[src/sv/ata_pkg.sv]
// shared types, codes and constants for the ata pio task-file device
package ata_pkg;

  localparam int unsigned MaxSectors = 256;
  localparam int unsigned WordsPerSector = 256;
  localparam int unsigned BufDepth = 65536;
  localparam int unsigned BufAw = 16;
  localparam int unsigned PosW = 17;

  // request types
  localparam logic [1:0] REQ_RD = 2'd0;
  localparam logic [1:0] REQ_WR = 2'd1;
  localparam logic [1:0] REQ_MEDIA = 2'd2;

  // result kinds
  localparam logic [1:0] KIND_HOST = 2'd0;
  localparam logic [1:0] KIND_MREQ = 2'd1;
  localparam logic [1:0] KIND_MWR = 2'd2;

  // register addresses
  localparam logic [3:0] REG_DATA = 4'd0;
  localparam logic [3:0] REG_ERR = 4'd1;
  localparam logic [3:0] REG_COUNT = 4'd2;
  localparam logic [3:0] REG_LBA0 = 4'd3;
  localparam logic [3:0] REG_LBA1 = 4'd4;
  localparam logic [3:0] REG_LBA2 = 4'd5;
  localparam logic [3:0] REG_DRIVE = 4'd6;
  localparam logic [3:0] REG_CMD = 4'd7;
  localparam logic [3:0] REG_ALT = 4'd8;

  localparam logic [7:0] CMD_READ = 8'h20;
  localparam logic [7:0] CMD_WRITE = 8'h30;
  localparam logic [7:0] DRIVE_RESET = 8'hE0;
  localparam logic [7:0] STATUS_RESET = 8'h50;
  localparam int unsigned DrvLbaBit = 6;
  localparam int unsigned StDrqBit = 3;

  typedef struct packed {
    logic [1:0] req_type;
    logic [3:0] reg_addr;
    logic [15:0] data_in;
  } in_item_t;

  typedef struct packed {
    logic [1:0] out_kind;
    logic [15:0] data_out;
    logic [27:0] media_lba;
    logic [16:0] media_count;
    logic [15:0] media_index;
  } out_item_t;

  // classified request handed from front to back
  typedef struct packed {
    logic host_rd;
    logic host_wr;
    logic media;
    logic [3:0] reg_addr;
    logic [15:0] data_in;
  } op_t;

  // words for a sector count, zero meaning the maximum
  function automatic logic [PosW-1:0] words_wanted(input logic [7:0] cnt);
    logic [PosW-1:0] n;
    n = (cnt == 8'd0) ? PosW'(256) : PosW'(cnt);
    if (n > PosW'(MaxSectors)) n = PosW'(MaxSectors);
    return PosW'(n * PosW'(WordsPerSector));
  endfunction

endpackage

[src/sv/ata_front.sv]
// front end: accepts requests, classifies them and queues them for the back end
module ata_front (
  input  logic           clk,
  input  logic           rst,
  input  logic           in_valid,
  output logic           in_stall,
  input  ata_pkg::in_item_t in_data,
  output logic           op_valid,
  input  logic           op_take,
  output ata_pkg::op_t   op
);

  ata_pkg::op_t q [2];
  logic [1:0] count;
  logic rd_ptr, wr_ptr;
  logic push, pop;
  ata_pkg::op_t cls;

  // classify the incoming beat
  always_comb begin
    cls.host_rd = (in_data.req_type == ata_pkg::REQ_RD);
    cls.host_wr = (in_data.req_type == ata_pkg::REQ_WR);
    cls.media = (in_data.req_type == ata_pkg::REQ_MEDIA);
    cls.reg_addr = in_data.reg_addr;
    cls.data_in = in_data.data_in;
  end

  assign in_stall = (count == 2'd2);
  assign push = in_valid && !in_stall;
  assign op_valid = (count != 2'd0);
  assign pop = op_valid && op_take;
  assign op = q[rd_ptr];

  // two-entry queue
  always_ff @(posedge clk) begin
    if (rst) begin
      count <= 2'd0;
      rd_ptr <= 1'b0;
      wr_ptr <= 1'b0;
    end else begin
      if (push) wr_ptr <= ~wr_ptr;
      if (pop) rd_ptr <= ~rd_ptr;
      count <= count + {1'b0, push} - {1'b0, pop};
    end
  end

  always_ff @(posedge clk) begin
    if (push) q[wr_ptr] <= cls;
  end

`ifndef ASSERT_OFF
  a_no_overflow: assert property (@(posedge clk) disable iff (rst)
    count == 2'd2 |-> !push) else $error("queue overflow");
  a_no_underflow: assert property (@(posedge clk) disable iff (rst)
    count == 2'd0 |-> !pop) else $error("queue underflow");
  a_count_range: assert property (@(posedge clk) disable iff (rst)
    count != 2'd3) else $error("queue count out of range");
`endif

endmodule

[config.mk]
export PLATFORM = sky130hd
export DESIGN_NAME = ata_front
export DESIGN_NICKNAME = d
export VERILOG_FILES = /design/src/sv/ata_pkg.sv /design/src/sv/ata_front.sv
export SDC_FILE = /design/constraint.sdc
export NUM_CORES = 1
export LEC_CHECK = 0
export BUFFER_PORTS_ARGS = -buffer_cell sky130_fd_sc_hd__buf_4
export CAP_MARGIN = 25
export CORE_MARGIN = 2
export CORE_UTILIZATION = 28
export DETAILED_ROUTE_END_ITERATION = 10
export REMOVE_ABC_BUFFERS = 1
export SYNTH_ARGS = -nofsm -noshare
export SYNTH_HDL_FRONTEND = slang
export SYNTH_SLANG_ARGS = --single-unit
[constraint.sdc]
create_clock -name clk -period 2.4 [get_ports clk]
set_input_delay 0.24 -clock clk [delete_from_list [all_inputs] [get_ports clk]]
set_output_delay 0.24 -clock clk [all_outputs]
set_load 0.01 [all_outputs]
======== After elaboration in Yosys (flattened, before gate mapping) ========
Memory sizes are Yosys's and may differ from the RTL's. A register that Yosys moved wholly into a read port is not among the register bits.
Index checks and enable logic that the tools add are counted.
operators by class
  add/sub/neg operators ................... 2
  equality and inequality tests ........... 3
  mux-type cells .......................... 4
  bitwise gates (word level) .............. 2
  reductions and logical operators ........ 5
operators by type and width
  kind                  number
  $eq A2 B2 Y1 const B  2
  $mux W1               4
  $add A2 B1 Y2         1
  $eq A2 B1 Y1 const B  1
  $logic_and A1 B1 Y1   2
  $logic_not A2 Y1      1
  $not A1 Y1            2
  $reduce_bool A2 Y1    1
  $sub A2 B1 Y2         1
  $logic_not A1 Y1      1
word-level totals
  bits in registers ....................... 4
  bits in writable memories ............... 46
  input port bits ......................... 26
  output and inout port bits .............. 25
  memories kept ........................... 1
memories
  name  words  bits a word  read ports  clocked after Yosys merged registers in  wr ports  RTL line         RTL
  q     2      23           1           1                                        1         ata_front.sv:13  ata_pkg::op_t q [2];

======== Longest topological paths before layout ========
Gate-level depths: netlist (run 1).
  depth in word-level cells ............... 5
  mapped depth ............................ 8
  mapped depth without buffers ............ 8

======== Worst setup path before layout (run 1) ========
No wires, ideal clock.
  kind .................................... reg2reg
  start ................................... register count[0]
  end ..................................... memory q[0][0] (netlist bit) (enable)
  setup time .............................. 0.378 ns
  arrival time ............................ 1.319 ns
  required time ........................... 2.022 ns
  slack ................................... 0.703 ns
  cell stages (with the launch flop) ...... 5
  path buffers ............................ 0
  cell sequence ........................... dfxtp_1 nand2b_2 inv_2 or3_1 inv_1
between the ends
  word-level cells in the longest chain between the ends .. 5
RTL lines
  item                           RTL line         RTL
  start, declared                ata_front.sv:14  logic [1:0] count;
  start signal, assigned         ata_front.sv:43  count <= count + {1'b0, push} - {1'b0, pop};
  $eq A2 B2 Y1                   ata_front.sv:28  assign in_stall = (count == 2'd2);
  net in_stall                   ata_front.sv:6   output logic in_stall,
  $logic_not A1 Y1               ata_front.sv:29  assign push = in_valid && !in_stall;
  $logic_and A1 B1 Y1            ata_front.sv:29
  $mux W1                        ata_front.sv:48  if (push) q[wr_ptr] <= cls;
  $mux W1 (not written as such)  ata_front.sv:48
  end, declared                  ata_front.sv:13
The timed path passes the listed nets, and every way through them passes these cells.

==> results of run 1 <==
[cells in the final DEF, fill, tap and decap left out, drive strengths merged, types with 2 or more instances in the layout]
cell type | Yosys | layout
nor2b | 3 | 3
edfxtp | 46 | 46
dfxtp | 5 | 5
mux2 | 23 | 23
clkinv | 0 | 2
buf | 2 | 53
nor2 | 4 | 4
ha | 2 | 2
inv | 4 | 4
clkbuf | 0 | 5
[cell usage after synthesis, drive strengths merged]
cell     n
edfxtp  46
mux2    23
dfxtp    5
inv      4
nor2     4
nor2b    3
buf      2
ha       2
a21oi    1
and2     1
and3     1
nand2    1
nand2b   1
nor3     1
o21a     1
o21ai    1
or2      1
or3      1
xnor2    1
xor2     1
[area by class of cell]
class	instances	area (um^2)	area share
tap	80	100.1	0.04006
inverter	4	15.01	0.006009
multi-input combinational	44	396.6	0.1587
clock inverter	3	38.79	0.01552
timing repair buffer	53	397.9	0.1592
clock buffer	5	68.82	0.02754
sequential	51	1481	0.5929
[metal layers]
| layer | up-vias | track usage | wire length, um |
|---|---|---|---|
| met5 | - | 0 | 0 |
| met4 | 0 | 0.02983 | 12 |
| met3 | 2 | 0.04381 | 210 |
| met2 | 31 | 0.1524 | 1617 |
| met1 | 482 | 0.1033 | 1385 |
| li1 | 492 | - | - |
[state kept, by name (all words and copies together), names as in the netlist, named ones only]
name    count
q          46
rd_ptr      1
count       2
wr_ptr      1
[where the power goes]
part / switching, uW / leakage [uW] / total [uW] / internal [uW]
Sequential: 51.7 / 0.000472 / 1190 / 1140
Clock: 259 / 0.0000556 / 564 / 305
Combinational: 366 / 0.000432 / 796 / 430
Total: 677 / 0.000960 / 2550 / 1870
[metrics by stage]
stage / area (um^2) / std cells / util
finish: 2499 / 240 / 0.3740
global route: 2499 / 240 / 0.3740
CTS: 2499 / 240 / 0.3740
detailed placement: 2391 / 232 / 0.3579
global placement: 2391 / 232 / 0.3579
floorplan: 1893 / 99 / -
[cells by family after synthesis]
group,count (synthesis),share of synthesized area
buf+inv,6,0.01315
fa+ha+maj,2,0.01315
xor+xnor,2,0.009206
compound gates,3,0.009201
simple gates,14,0.04077
flops,51,0.7784
mux,23,0.1361
[worst max path at each step]
| stage | start | to | slack (ps) | cells after the start |
|---|---|---|---|---|
| final | register | op[3] | 600 | 3 |
| after global routing | register | op[3] | 480 | 3 |
| after CTS | register | op[14] | 550 | 3 |
| after detailed placement | count[0] | count[1] | 850 | 8 |
| after global placement | count[0] | count[1] | 870 | 8 |
| after floorplan | count[0] | q[0][0] | 700 | 4 |
==> reports/results.tsv, run 1 <==
stage	metric	value	unit
grt	grt_pass1_vias	1092	
hold_path	worstHoldPathType	primary input to register	
timing	slew_violations	0	
cts	ctsHoldBuffers	0	
floorplanning	dieHeight	86.44	um
hold_path	hold_path_end	q[0][3]	
critical_path	cp_common_cell	buf_4	
placement	routabilityCongestion	0.6918	
route	routedWlPerCell	13.44	um
pwr	p_total	2548	uW
placement	dp_hpwl	2102	um
critical_path	cp-end-kind	output port	
synth	yosys_warnings	0	
cts	numCtsBuffers	5	
grt	antenna_found_initial	0	
route	via_count	1007	
critical_path	crit_chain	buf_4, mux2_2, buf_4	
placement	io_buffers	50	
cts	cts-root-buf	clkbuf_8	
timing	finalSetupViolCount	0	
cts	clock_sinks	51	
timing	hold_slack	125.9	ps
critical_path	path_buf_inv	2	
critical_path	cp_max_fo	19	
grt	grt_max_degree	24	
placement	dp_slack	850.3	ps
floorplanning	dieArea	0.007472	mm^2
floorplanning	core-area	0.006681	mm^2
cts	post_cts_resized	0	
floorplanning	die_x	86.44	um
cts	h-tree-depth	2	
timing	clock.fmax	554.9	MHz
synth	yosysSeqAreaShare	0.7784	
pwr	power_leakage	0.0009600	uW
critical_path	critPathTopFamily	buffers and inverters	
grt	grt_pass1_wl	5064	um
floorplanning	fp-row-count	30	
cts	clk_latency	290	ps
critical_path	crit_required	2160	ps
cts	cts.path.max_buffers	2	
timing	skew	3.910	ps
synth	synth_top_area_share	0.7258	
finish	finalNetCount	187	
finish	syn_to_final_growth	31.30	%
floorplanning	pin_count	51	
synth	synth_cell_types	21	
run_status	status	completed	
synth	synth_cells	101	
timing	timing.final.ws_setup	598.0	ps
cts	post_cts_buffers	0	
route	drt_iter0_markers	47	
synth	synth.area.top_cells	edfxtp_1 (73%), mux2_2 (14%), dfxtp_1 (5.3%)	
job	maxCapViolations	0	
critical_path	r2r-start	count[0]	
route	routed_wirelength	3225	um
timing	hold_viol_final	0	
pwr	power.density	1020	mW/mm^2
critical_path	crit_slowest_cell	dfxtp_1	
cts	cts_tree	done	
timing	final.setup.tns	0	ps
grt	overflow	0	
critical_path	critPathArrivalTime	1560	ps
critical_path	r2r.worst_path.cells	8	
finish	fillers	662	
route	drt-vias-per-instance	4.196	
finish	insertedDiodeCount	0	
timing	max_slew.worst_pin.slew	585.5	ps
floorplanning	start_util	0.2848	
synth	netlist.top_cell.by_area	edfxtp_1	
hold_path	hold_start	in_data[3]	
critical_path	critical_path.max_stage_delay	430	ps
finish	drive_above_1_share	0.5438	
route	dr.pass1.iters	4	
route	drc	0	
route	final_antenna_net_count	0	
timing	period_share	0.7508	
critical_path	cp-start-kind	register	
hold_path	whs_path_depth	1	
synth	postSynthAreaPerCell	18.84	um^2
grt	grt_usage	0.09146	
synth	netlist_area	0.001903	mm^2
timing	period_needed	1802	ps
critical_path	r2r_end	count[1]	
critical_path	critPathKind	register to output port	
timing	rsz0062_at_grt	false	
critical_path	regToRegSetupSlack	810	ps
pwr	peakVddDrop	0.0004431	V
timing	relSlewSlack	0.6097	
cts	clkTransAtPathRegs	90	ps
synth	ys_ff_latch	51	
No activity file was read; power rests on OpenSTA's default activity.
==> inputs of run 2 (changes only) <==
--- a/config.mk
+++ b/config.mk
@@ -5,6 +5,7 @@
 export SDC_FILE = /design/constraint.sdc
 export NUM_CORES = 1
 export LEC_CHECK = 0
+export ABC_AREA = 1
 export BUFFER_PORTS_ARGS = -buffer_cell sky130_fd_sc_hd__buf_4
 export CAP_MARGIN = 25
 export CORE_MARGIN = 2
==> constraint.sdc (replaced) <==
create_clock -name clk -period 1.49 [get_ports clk]
set_input_delay 0.149 -clock clk [delete_from_list [all_inputs] [get_ports clk]]
set_output_delay 0.149 -clock clk [all_outputs]
set_load 0.01 [all_outputs]
==> reports/results.tsv, run 2 <==
stage	metric	value	unit	change
floorplanning	pin_count	51		unchanged
synth	ys_ff_latch	51		unchanged
synth	yosys_warnings	0		unchanged
grt	overflow	0		unchanged
floorplanning	die_x	87.09	um	was 86.44 um
pwr	sw_frac_of_total	0.2666		was 0.2659
route	via_count	1115		was 1007
pwr	p_switching	1210	uW	was 677.4 uW
grt	grt_use_met2	0.1437		was 0.1524
critical_path	path_buf_inv	2		unchanged
critical_path	regToRegSetupSlack	70	ps	was 810 ps
synth	synth-edff-count	46		unchanged
synth	yosysSeqAreaShare	0.7663		was 0.7784
pwr	pwr-share-clk	0.202		was 0.222
finish	fin_area	0.002836	mm^2	was 0.002499 mm^2
synth	netlist.top_cell.by_area	edfxtp_1		unchanged
critical_path	cp_max_fo	6		was 19
pwr	pwr-share-comb	0.371		was 0.312
finish	seq_area	0.001488	mm^2	was 0.001481 mm^2
timing	period_needed	1486	ps	
finish	final_common_cell	edfxtp_1		was buf_4
pwr	internal_power	3329	uW	was 1870 uW
critical_path	critPathArrivalTime	1340	ps	was 1560 ps
run_status	status	completed		unchanged
finish	final_cell_mix	edfxtp_1 (46), buf_4 (28), mux2_4 (23), buf_6 (23), inv_1 (12)		was buf_4 (53), edfxtp_1 (46), mux2_2 (23)
synth	netlist_area	0.001933	mm^2	was 0.001903 mm^2
placement	placed_cell_area	0.002456	mm^2	was 0.002391 mm^2
placement	dp_hpwl	2245	um	was 2102 um
cts	h-tree-depth	2		unchanged
route	routed_wirelength	3633	um	was 3225 um
synth	synth_cells	115		was 101
placement	routabilityCongestion	0.7149		was 0.6918
timing	slew_violations	0		unchanged
route	drc	0		unchanged
timing	rsz0062_at_grt	true		was false
floorplanning	dieHeight	87.09	um	was 86.44 um
finish	syn_to_final_growth	46.73	%	was 31.30%
placement	io_buffers	50		unchanged
finish	largest_registers	q x46, count x2		unchanged
grt	antenna_found_initial	0		unchanged
route	drt-vias-per-instance	4.322		was 4.196
timing	relSlewSlack	0.9001		was 0.6097
placement	dp_slack	21.93	ps	was 850.3 ps
grt	grt_usage	0.08846		was 0.09146
pwr	pwr-share-seq	0.428		was 0.466
grt	grt-busiest-layer	met2		unchanged
cts	cts.path.max_buffers	2		unchanged
finish	finalNetCount	206		was 187
timing	period_share	0.9972		
cts	clock_sinks	51		unchanged
cts	cts-root-buf	clkbuf_8		unchanged
timing	hold_viol_final	0		unchanged
synth	synth_cell_types	10		was 21
cts	cts_tree	done		unchanged
timing	skew	5.356	ps	was 3.910 ps
grt	grt_max_degree	24		unchanged
critical_path	crit_chain	clkbuf_16, mux2_4, buf_6		was buf_4, mux2_2, buf_4
hold_path	worstHoldPathType	primary input to register		unchanged
floorplanning	core-area	0.006719	mm^2	was 0.006681 mm^2
critical_path	crit_slowest_cell	dfxtp_4		was dfxtp_1
route	final_antenna_net_count	0		unchanged
grt	grt_util_met3	0.02938		was 0.04381
grt	grt_pass1_vias	1050		was 1092
critical_path	crit_required	1340	ps	was 2160 ps
route	dr.pass1.iters	4		unchanged
critical_path	cp-end-kind	output port		unchanged
synth	synth_commonest_cells	edfxtp_1 (46), mux2_2 (23), inv_1 (12), nor2_1 (12), nand2_1 (8)		was edfxtp_1 (46), mux2_2 (23), dfxtp_1 (5)
timing	clock.fmax	673.1	MHz	
timing	finalSetupViolCount	0		unchanged
floorplanning	dieArea	0.007585	mm^2	was 0.007472 mm^2
finish	insertedDiodeCount	0		unchanged
synth	synth_flop_cell	edfxtp_1		unchanged
grt	met1_usage	0.1112		was 0.1033
job	maxCapViolations	0		unchanged
synth	synth_top_area_share	0.7146		was 0.7258
pwr	peakVddDrop	0.0006191	V	was 0.0004431 V
finish	fillers	622		was 662
cts	numCtsBuffers	5		unchanged
synth	postSynthAreaPerCell	16.81	um^2	was 18.84 um^2
pwr	power_leakage	0.001154	uW	was 0.0009600 uW
finish	largest_reg_flops	46		unchanged
route	drt_iter0_markers	13		was 47
floorplanning	start_util	0.2877		was 0.2848
finish	drive_above_1_share	0.5281		was 0.5438
critical_path	critical_path.max_stage_delay	440	ps	was 430 ps
cts	post_cts_buffers	0		unchanged
finish	top_register	q		unchanged
synth	synth.area.top_cells	edfxtp_1 (71%), mux2_2 (13%), dfxtp_1 (5.2%)		was edfxtp_1 (73%), mux2_2 (14%), dfxtp_1 (5.3%)
timing	max_slew.worst_pin.slew	149.8	ps	was 585.5 ps
grt	grt_pass1_wl	4968	um	was 5064 um
synth	async_reset_ff_frac	0		unchanged
timing	timing.final.ws_setup	4.229	ps	was 598.0 ps
finish	multi_input_area	480.5	um^2	was 396.6 um^2
critical_path	cp-start-kind	register		unchanged
timing	hold_slack	34.84	ps	was 125.9 ps
synth	synth_most_common_cell	edfxtp_1		unchanged
route	routedWlPerCell	14.08	um	was 13.44 um
critical_path	critPathKind	register to output port		unchanged
cts	clk_latency	290	ps	about the same
cts	clkTransAtPathRegs	90	ps	about the same
pwr	power.density	1600	mW/mm^2	was 1020 mW/mm^2
floorplanning	fp-row-count	30		unchanged
critical_path	critPathTopFamily	flip-flops		was buffers and inverters
==> run 2: cell type report <==
cell class                 count  share of cell area
clock inverter                 2             0.01323
sequential                    51              0.5245
multi-input combinational     50              0.1694
tap                           80             0.03529
timing repair buffer          58              0.2175
inverter                      12             0.01588
clock buffer                   5             0.02426
==> run 2: through the flow <==
| stage | std cells | setup TNS, ps | utilization | power (uW) |
|---|---|---|---|---|
| 2_1_floorplan | 113 | -10470 | - | 2569 |
| 3_3_place_gp | 247 | 0 | 0.3655 | 3193 |
| 3_5_place_dp | 247 | 0 | 0.3655 | 3203 |
| 4_1_cts | 256 | -125.0 | 0.3875 | 4198 |
| 6_report | 258 | 0 | 0.4222 | 4539 |
| 5_1_grt | 258 | -485.6 | 0.4222 | 4781 |
==> run 2: what timing repair did <==
| action | in CTS | in global routing |
|---|---|---|
| cloned | 1 | 2 |
| pin swaps | 0 | 1 |
| setup endpoints to repair | 23 | 24 |
| hold buffers | 1 | 0 |
| gates resized for setup | 3 | 51 |
| endpoints found under the hold margin | 1 | 0 |
==> run 2: kinds of logic after synthesis <==
family	after synthesis	share of synthesized area
AO/OA/AOI/OAI	2	0.005178
adder cells (fa/ha/maj)	2	0.01294
buffers and inverters	14	0.03495
flip-flops	51	0.7663
multiplexers	23	0.1340
AND/OR/NAND/NOR	23	0.04660
==> run 2: path summary, 6_finish.rpt <==
path | start | endpoint | cells after the start
max | register | op[3] | 3
min | in_data[8] | q[1][8] | 1
max reg2reg | count[0] | count[1] | 9
min reg2reg | rd_ptr | register | 2
==> run 2: worst reg2reg max path, cell delays in order (launching register included) <==
cell,delay [ps]
dfxtp_2,350
inv_1,60
nand2_2,70
nand2_2,60
ha_1,290
inv_1,60
ha_2,170
nand2_1,70
a21oi_1,140
nor2_1,50
==> run 2: metal layers <==
layer  vias up  wire, um
li1        532         -
met1       543      1574
met2        36      1837
met3         4       197
met4         0        23
met5         -         0
==> run 2: power groups by stage <==
stage	sequential [uW]	clock, uW	combinational, uW
5_1_grt	1970	1010	1800
3_3_place_gp	1910	0	1280
4_1_cts	1910	953	1330
2_1_floorplan	1950	0	617
6_report	1940	916	1680
3_5_place_dp	1930	0	1280
==> inputs of run 3 (changes only) <==
--- a/config.mk
+++ b/config.mk
@@ -6,12 +6,15 @@
 export NUM_CORES = 1
 export LEC_CHECK = 0
 export ABC_AREA = 1
+export ABC_CLOCK_PERIOD_IN_PS = 1490
 export BUFFER_PORTS_ARGS = -buffer_cell sky130_fd_sc_hd__buf_4
 export CAP_MARGIN = 25
 export CORE_MARGIN = 2
 export CORE_UTILIZATION = 28
 export DETAILED_ROUTE_END_ITERATION = 10
+export PLACE_DENSITY = 0.48
 export REMOVE_ABC_BUFFERS = 1
+export SLEW_MARGIN = 40
 export SYNTH_ARGS = -nofsm -noshare
 export SYNTH_HDL_FRONTEND = slang
 export SYNTH_SLANG_ARGS = --single-unit
==> reports/results.tsv, run 3 (synthesized netlist as in run 2, its figures left out) <==
stage	metric	value	unit	change
cts	cts_tree	done		unchanged
pwr	p_switching	1283	uW	was 1210 uW
placement	dp_hpwl	2569	um	was 2245 um
job	maxCapViolations	0		unchanged
route	drt_iter0_markers	55		was 13
cts	clock_sinks	51		unchanged
pwr	p_total	4637	uW	was 4539 uW
critical_path	cp-end-kind	output port		unchanged
critical_path	critPathKind	register to output port		unchanged
timing	period_needed	1469	ps	was 1486 ps
route	drt-vias-per-instance	4.278		was 4.322
finish	top_register	q		unchanged
grt	grt_usage	0.09834		was 0.08846
finish	final_common_cell	edfxtp_1		unchanged
timing	rsz0062_at_grt	true		unchanged
cts	h-tree-depth	2		unchanged
timing	clock.fmax	680.7	MHz	was 673.1 MHz
finish	syn_to_final_growth	48.28	%	was 46.73%
finish	drive_above_1_share	0.5847		was 0.5281
pwr	power.density	1618	mW/mm^2	was 1600 mW/mm^2
hold_path	worstHoldPathType	primary input to register		unchanged
placement	dp_slack	-69.69	ps	was 21.93 ps
pwr	pwr-share-comb	0.378		was 0.371
finish	insertedDiodeCount	0		unchanged
route	routed_wirelength	3822	um	was 3633 um
timing	period_share	0.9860		was 0.9972
timing	skew	8.009	ps	was 5.356 ps
critical_path	crit_required	1340	ps	about the same
pwr	pwr-share-seq	0.420		was 0.428
floorplanning	fp-row-count	30		unchanged
grt	overflow	0		unchanged
grt	grt_pass1_vias	1221		was 1050
finish	finalNetCount	210		was 206
pwr	power_leakage	0.001174	uW	was 0.001154 uW
route	drc	0		unchanged
pwr	pwr-share-clk	0.203		was 0.202
timing	slew_violations	0		unchanged
pwr	internal_power	3353	uW	was 3329 uW
finish	largest_reg_flops	46		unchanged
timing	max_slew.worst_pin.slew	166.3	ps	was 149.8 ps
timing	timing.final.ws_setup	20.92	ps	was 4.229 ps
finish	final_cell_mix	edfxtp_1 (46), buf_4 (34), mux2_4 (23), buf_6 (23), inv_1 (10)		was edfxtp_1 (46), buf_4 (28), mux2_4 (23), buf_6 (23), inv_1 (12)
grt	grt_max_degree	17		was 24
critical_path	cp-start-kind	register		unchanged
cts	clk_latency	300	ps	was 290 ps
pwr	sw_frac_of_total	0.2768		was 0.2666
floorplanning	dieArea	0.007585	mm^2	unchanged
route	routedWlPerCell	14.53	um	was 14.08 um
floorplanning	core-area	0.006719	mm^2	unchanged
floorplanning	die_x	87.09	um	unchanged
cts	numCtsBuffers	5		unchanged
finish	fillers	624		was 622
route	dr.pass1.iters	2		was 4
timing	relSlewSlack	0.8891		was 0.9001
grt	grt_pass1_wl	5602	um	was 4968 um
cts	clkTransAtPathRegs	90	ps	about the same
grt	antenna_found_initial	0		unchanged
floorplanning	pin_count	51		unchanged
placement	routabilityCongestion	0.7204		was 0.7149
placement	io_buffers	50		unchanged
critical_path	cp_max_fo	5		was 6
floorplanning	start_util	0.2877		unchanged
finish	largest_registers	q x46, count x2		unchanged
floorplanning	dieHeight	87.09	um	unchanged
cts	cts-root-buf	clkbuf_8		unchanged
critical_path	critPathArrivalTime	1320	ps	was 1340 ps
cts	cts.path.max_buffers	2		unchanged
run_status	status	completed		unchanged
route	final_antenna_net_count	0		unchanged
route	via_count	1125		was 1115
timing	hold_viol_final	0		unchanged
pwr	peakVddDrop	0.0007517	V	was 0.0006191 V
timing	finalSetupViolCount	0		unchanged
==> run 3: cell type report <==
cell class              count  area, um^2  share of cell area
repair buffers             62       599.3              0.2091
inverters                  12       45.04             0.01571
well taps                  80       100.1             0.03492
clock buffers               5       68.82             0.02401
clock inverters             3       43.79             0.01528
multi-input cells          50       519.2              0.1811
flip-flops and latches     51        1490              0.5199
==> run 3: layer usage <==
metal / vias to the layer above / global-route usage / share of wire
met5: - / 0 / 0
met4: 0 / 0.03357 / 0.017
met3: 7 / 0.03033 / 0.053
met2: 35 / 0.1721 / 0.53
met1: 540 / 0.1141 / 0.40
li1: 543 / - / -
==> run 3: through the flow <==
stage               hold WS, ps    util  setup TNS, ps  instances  cell area, um^2
CTS                       15.81  0.3872         -54.42        261             2601
finish                    25.89  0.4266              0        263             2867
floorplan                 220.2       -         -10470        113             1911
global placement          313.4  0.3644              0        251             2449
detailed placement        323.0  0.3644         -69.69        251             2449
global route              8.280  0.4266         -247.8        263             2867
==> run 3: worst paths after layout <==
path               start        to  slack [ps]  cells after the start
max             register     op[3]          20                      3
min          in_data[17]  q[1][17]          30                      1
max reg2reg     count[0]  count[1]          30                     10
min reg2reg       rd_ptr    rd_ptr         520                      2
==> run 3: critical path, stage by stage (launching register included) <==
cell	delay (ps)
dfxtp_4	430
clkbuf_16	170
mux2_4	300
buf_6	120
==> run 3: what timing repair did <==
action	CTS	global route
setup endpoints to repair	24	24
gates cloned	1	1
pin swaps	1	7
hold buffers	1	0
resized for setup	9	63
hold endpoints to repair	1	0
buffers inserted	0	1
==> run 3: power groups by stage <==
stage	sequential [uW]	clock (uW)	combinational [uW]
final	1950	940	1750
after global routing	1970	1020	1880
after CTS	1910	977	1330
after global placement	1910	0	1240
after detailed placement	1920	0	1270
after floorplan	1950	0	617
